===== src/hdl/obb_pair_intersection_test_core_macros.svh =====
// Assertion helpers for the box intersection core.
// Both expect a clock named clk and an active-low reset named arst_n in scope.
`ifndef OBB_PAIR_INTERSECTION_TEST_CORE_MACROS_SVH
`define OBB_PAIR_INTERSECTION_TEST_CORE_MACROS_SVH

// same-cycle implication
`define OBBPIT_ASSERT_IMPL(label, ante, cons, msg) \
	label: assert property (@(posedge clk) disable iff (!arst_n) (ante) |-> (cons)) \
		else $error(msg);

// next-cycle implication
`define OBBPIT_ASSERT_NEXT(label, ante, cons, msg) \
	label: assert property (@(posedge clk) disable iff (!arst_n) (ante) |=> (cons)) \
		else $error(msg);

`endif


===== src/hdl/obbpit_pkg.sv =====
// ---------------------------------------------------------------------------
// obbpit_pkg
// Shared constants and control types of the oriented box intersection core.
// ---------------------------------------------------------------------------
package obbpit_pkg;

	localparam int COORD_BITS_DEF = 24;
	localparam int ANGLE_BITS_DEF = 16;
	localparam int TRIG_BITS_DEF  = 16;

	// box extents are fixed at 20 bits
	localparam int DIM_BITS = 20;

	// sine polynomial, Q.30
	localparam logic [30:0] Q30_ONE = 31'h4000_0000;
	localparam logic [30:0] POLY_A  = 31'd1686629713;
	localparam logic [30:0] POLY_B  = 31'd688904866;
	localparam logic [30:0] POLY_C  = 31'd76016977;

	// register stages from accept to result strobe
	localparam int PIPE_LAT = 13;

	typedef struct packed {
		logic vld;
		logic rej;
	} ctl_t;

endpackage


===== src/hdl/obbpit_sincos.sv =====
// ---------------------------------------------------------------------------
// obbpit_sincos
// Five-stage fixed-point sine: quadrant fold, odd polynomial in Q.30,
// rounding to TRIG_BITS and sign by quadrant.
// ---------------------------------------------------------------------------
module obbpit_sincos #(
	parameter int ANGLE_BITS = obbpit_pkg::ANGLE_BITS_DEF,
	parameter int TRIG_BITS  = obbpit_pkg::TRIG_BITS_DEF
) (
	input  logic                        clk,
	input  logic [ANGLE_BITS-1:0]       ang,
	output logic signed [TRIG_BITS+1:0] val
);
	localparam int FB = ANGLE_BITS - 2;

	logic [1:0]  quad;
	logic [30:0] z_in;
	logic [61:0] p_zz, p_cz, p_tz, p_zt;
	logic [31:0] rsum;
	logic [TRIG_BITS+1:0] mag;

	logic [30:0] z_s2, z2_s2, z_s3, z2_s3, t1_s3, z_s4, t2_s4, r_s5;
	logic        neg_s2, neg_s3, neg_s4, neg_s5;

	always_comb begin
		quad = ang[ANGLE_BITS-1 -: 2];
		z_in = 31'(ang[FB-1:0]) << (30 - FB);
		if (quad[0]) begin
			z_in = obbpit_pkg::Q30_ONE - z_in;
		end
		p_zz = 62'(z_in) * 62'(z_in);
		p_cz = 62'(obbpit_pkg::POLY_C) * 62'(z2_s2);
		p_tz = 62'(t1_s3) * 62'(z2_s3);
		p_zt = 62'(z_s4) * 62'(t2_s4);
		rsum = 32'(r_s5) + (32'd1 << (29 - TRIG_BITS));
		mag  = rsum[30-TRIG_BITS +: TRIG_BITS+2];
	end

	always_ff @(posedge clk) begin
		z_s2   <= z_in;
		z2_s2  <= p_zz[60:30];
		neg_s2 <= quad[1];

		z_s3   <= z_s2;
		z2_s3  <= z2_s2;
		t1_s3  <= obbpit_pkg::POLY_B - p_cz[60:30];
		neg_s3 <= neg_s2;

		z_s4   <= z_s3;
		t2_s4  <= obbpit_pkg::POLY_A - p_tz[60:30];
		neg_s4 <= neg_s3;

		r_s5   <= p_zt[60:30];
		neg_s5 <= neg_s4;

		val    <= neg_s5 ? -$signed(mag) : $signed(mag);
	end

endmodule


===== config.mk =====
export PLATFORM = sky130hd
export DESIGN_NAME = obbpit_sincos
export DESIGN_NICKNAME = d
export VERILOG_FILES = /design/src/hdl/obb_pair_intersection_test_core_macros.svh /design/src/hdl/obbpit_pkg.sv /design/src/hdl/obbpit_sincos.sv
export SDC_FILE = /design/constraint.sdc
export NUM_CORES = 2
export LEC_CHECK = 0
export BUFFER_PORTS_ARGS = -buffer_cell sky130_fd_sc_hd__buf_2
export CORE_ASPECT_RATIO = 0.5
export CORE_UTILIZATION = 48
export CTS_CLUSTER_SIZE = 8
export DETAILED_ROUTE_END_ITERATION = 8
export SYNTH_ARGS = -nofsm -noshare
export SYNTH_HDL_FRONTEND = slang
export SYNTH_SLANG_ARGS = --single-unit
export TNS_END_PERCENT = 20

===== constraint.sdc =====
create_clock -name clk -period 11.97 [get_ports clk]
set_clock_uncertainty 0.1 [all_clocks]
set_input_delay 1.197 -clock clk [delete_from_list [all_inputs] [get_ports clk]]
set_output_delay 1.197 -clock clk [all_outputs]
set_load 0.01 [all_outputs]

== Yosys cells after proc, flatten, opt, wreduce, memory -nomap -nowiden ==
Cells that the tools add are included.

* Register bits after elaboration: 270
* Input bits: 17
* Logic and storage cells: 24

* Multipliers: 4
* Multiplexer cells: 2
* Add/sub/neg operators: 5

{| class="wikitable"
|+ Operator list
! operator !! count
|-
| $mul A31 B31 Y61 || 3
|-
| $mul A27 B31 Y58 const A || 1
|-
| $add A31 B14 Y32 const B || 1
|-
| $mux W31 || 1
|-
| $sub A30 B28 Y31 const A || 1
|-
| $sub A31 B30 Y31 const A || 1
|-
| $sub A31 B31 Y31 const A || 1
|-
| $mux W18 || 1
|-
| $neg A18 Y18 || 1
|}

== Depth between registers and ports, before layout ==
* Depth in word-level cells: 3
* Depth in mapped cells: 37
* Depth with buffers taken out: 36

== Least setup slack after synthesis ==
No wires, ideal clock.

* Path kind: in2reg
* From: input ang[0]
* To: register z2_s2[29]
* Stages on the path: 34
* Arrival: 9206 ps
* Library setup time: 72 ps
* Setup slack: 2592 ps
* Buffers on the path: 1
* Cell sequence: clkbuf_1 clkinv_1 ha_1 nand2_1 or3_1 nor2_1 nand2_1 nand2_1 xor2_1 clkinv_1 nand2_1 fa_1 fa_1 fa_1 fa_1 inv_1 fa_1 fa_1 ha_1 ha_1 ha_1 a21oi_1 o21bai_1 a21oi_1 o21bai_1 a21oi_1 o21bai_1 a31oi_1 a21oi_1 a41o_1 or4_1 a31o_2 a21oi_1 xnor2_1

* Word-level cells in the longest chain between the ends: 3

{| class="wikitable"
|+ Ends and longest elaborated chain
! element !! RTL line !! source
|-
| start: declaration || obbpit_sincos.sv:11 || <nowiki>input logic [ANGLE_BITS-1:0] ang,</nowiki>
|-
| $sub A31 B30 Y31 || obbpit_sincos.sv:29 || <nowiki>z_in = obbpit_pkg::Q30_ONE - z_in;</nowiki>
|-
| $mux W31 || obbpit_sincos.sv:28 || <nowiki>if (quad[0]) begin</nowiki>
|-
| named net z_in[26] || obbpit_sincos.sv:17 || <nowiki>logic [30:0] z_in;</nowiki>
|-
| $mul A31 B31 Y61 || obbpit_sincos.sv:31 || <nowiki>p_zz = 62'(z_in) * 62'(z_in);</nowiki>
|-
| named net p_zz[59] || obbpit_sincos.sv:18 || <nowiki>logic [61:0] p_zz, p_cz, p_tz, p_zt;</nowiki>
|-
| end signal: assignment || obbpit_sincos.sv:41 || <nowiki>z2_s2 <= p_zz[60:30];</nowiki>
|-
| end: declaration || obbpit_sincos.sv:22 || <nowiki>logic [30:0] z_s2, z2_s2, z_s3, z2_s3, t1_s3, z_s4, t2_s4, r_s5;</nowiki>
|}

The timed path passes the listed nets, and every way through them passes these cells.

== Worst setup path after layout ==
Ends and elaborated chain as after synthesis.

==> run metrics <==
drt initial violations=2785; post-route ant nets=0; Crit. End Element=flop; EDFF count, synth=0; first-pass GRT wire length=265000 um; #FFs+latches synth=200; RSZ-0062 raised after global routing=false; WL final=163000 um; number of global-route vias before repair=47900; Layout area overhead=3.93%; Worst path slowest cell=fa_1; Cell variety after synth=113; Final Hold Vio Count=0; fmax=0.103 GHz; # hold bufs at CTS=0; commonest non-fill, non-tap cell in the layout=inv_1; TritonCTS buffer count=17; most frequent cells in the layout=inv_1, fa_1, nand2_1, ha_1, and2_1; CP arrival=10.09 ns; clk buf depth=2; DR WL/cell=18.1 um; max_cap viols=0; Cells after Synth=7239; Pre-Repair DR Iteration Count=5; Post-CTS Setup Bufs=0; hpwl dp=129000 um; Initial Utilization=48.9%; CTS tree=yes; antenna violations before repair=5; DRC viols=0; setup violators final=0; Worst-Margin Slew=1.31 ns; outcome=completed; GPL Wtd Cong=0.872; Resized cells post-CTS=0; Required @ worst endpoint=12.33 ns; final net count=9572; Post-Synthesis Cell Area=67700 um^2; CP Class=input pin to flop; Slew Viols, Final=0; GR Overflow Total=0; number of buffers added on ports=34; Final Cycle Share=81.3%; sequential area share after synthesis=5.92%; Post-synth ARST share=0%; GRT Overall Usage=23.9%; setup TNS=0 ns; Hold Crit Class=flop to flop; Mapped Avg Cell Area=9.35 um^2; most frequent CP cell=fa_1; clk sinks=200; CTS root buffer=clkbuf_16; CP peak stage delay=0.59 ns; core area=138000 um^2; CP startpoint kind=input pin; die width=533 um; Die ar.=143000 um^2; row cnt=96; Slew headroom=12.3%; Worst-path clk slew=0.10 ns; H-tree depth=4; Via density=5.08; die height=268 um; fillers=13000; critical-path maximum fanout=11; later-pin clock latency in the skew report=0.56 ns; fin crit period=9.73 ns; largest net degree at the start of global routing=32; yosys warns=0; Ports=35; vias post-DR=45700; top_reg_cell synth=dfxtp_1; share of cells above drive strength 1=3.36%
cell families after synthesis:
family | count (synthesis) | share of synthesized area (%)
muxes | 4 | 0.0666
buffers and inverters | 2182 | 12.2
xor gates and xnor gates | 200 | 2.63
other | 2 | 0.0111
adders and majority gates | 2445 | 62.1
AOI/OAI and AO/OA | 383 | 4.07
and+or+nand+nor | 1823 | 13.0
DFF | 200 | 5.92
layout make-up:
| class | count | area [um^2] | area share [%] |
|---|---|---|---|
| Clock buffer | 18 | 429 | 0.610 |
| Sequential cell | 200 | 4030 | 5.73 |
| Timing Repair Buffer | 117 | 793 | 1.13 |
| Antenna cell | 2 | 5.00 | 0.00712 |
| Multi-Input combinational cell | 4865 | 55500 | 78.8 |
| Tap cell | 1862 | 2330 | 3.31 |
| Inverter | 1909 | 7170 | 10.2 |
| Clock inverter | 13 | 126 | 0.180 |
per-layer routing:
layer	global-route usage, %	wire length, um	share of wire [%]
met1	34.6	76100	47
met2	38.0	72100	44
met3	4.29	12200	7.5
met4	3.96	2180	1.3
met5	0	13	0.0080
synth_stat cells (all sizes together) (57+ instances only):
library cell,number,area [um^2]
inv,1901,7140
fa,1524,30500
ha,921,11500
nand2,921,3460
and2,546,3420
clkbuf,261,991
dfxtp,200,4000
nor2,146,551
xnor2,134,1190
a21oi,104,532
xor2,66,593
a21o,57,433
state kept, by name, summed over array words and instances, names as in the netlist:
signal and flops:
r_s5 18, z_s4 15, neg_s5 1, neg_s3 1, neg_s2 1, t1_s3 30
z_s2 14, z2_s2 28, z_s3 14, t2_s4 31, val 18, neg_s4 1
z2_s3 28
stage by stage:
| stage | area [um^2] | hold slack, ns | setup slack (ns) | utilization (%) | cells |
|---|---|---|---|---|---|
| after detailed placement | 69800 | 0.212 | 1.73 | 50.4 | 8953 |
| after global placement | 69800 | 0.211 | 1.94 | 50.4 | 8953 |
| after floorplan | 67700 | 0.210 | 2.59 | - | 7247 |
| after CTS | 70300 | 0.220 | 2.27 | 50.8 | 8984 |
| after global routing | 70300 | 0.231 | 1.60 | 50.8 | 8984 |
| final | 70300 | 0.218 | 2.24 | 50.8 | 8986 |
critical path, delay by kind of cell:
| family | cells | cell delay [ns] |
|---|---|---|
| buf+inv | 4 | 0.86 |
| compound gates | 11 | 2.03 |
| simple gates | 7 | 1.38 |
| xor+xnor | 2 | 0.61 |
| fa+ha+maj | 10 | 4.02 |
worst paths after layout:
path | from | to | slack, ns | cells past startpoint
worst max-delay path | ang[0] | z2_s2[29]$_DFF_P_ | 2.24 | 34
worst min register to register | neg_s3$_DFF_P_ | neg_s4$_DFF_P_ | 0.22 | 0
worst max register to register | t1_s3[24]$_DFF_P_ | t2_s4[25]$_DFF_P_ | 2.25 | 33
worst min-delay path | neg_s3$_DFF_P_ | neg_s4$_DFF_P_ | 0.22 | 0
Power is not shown: default switching activity piles up to over one toggle a cycle in this logic, so the estimate is an artifact.
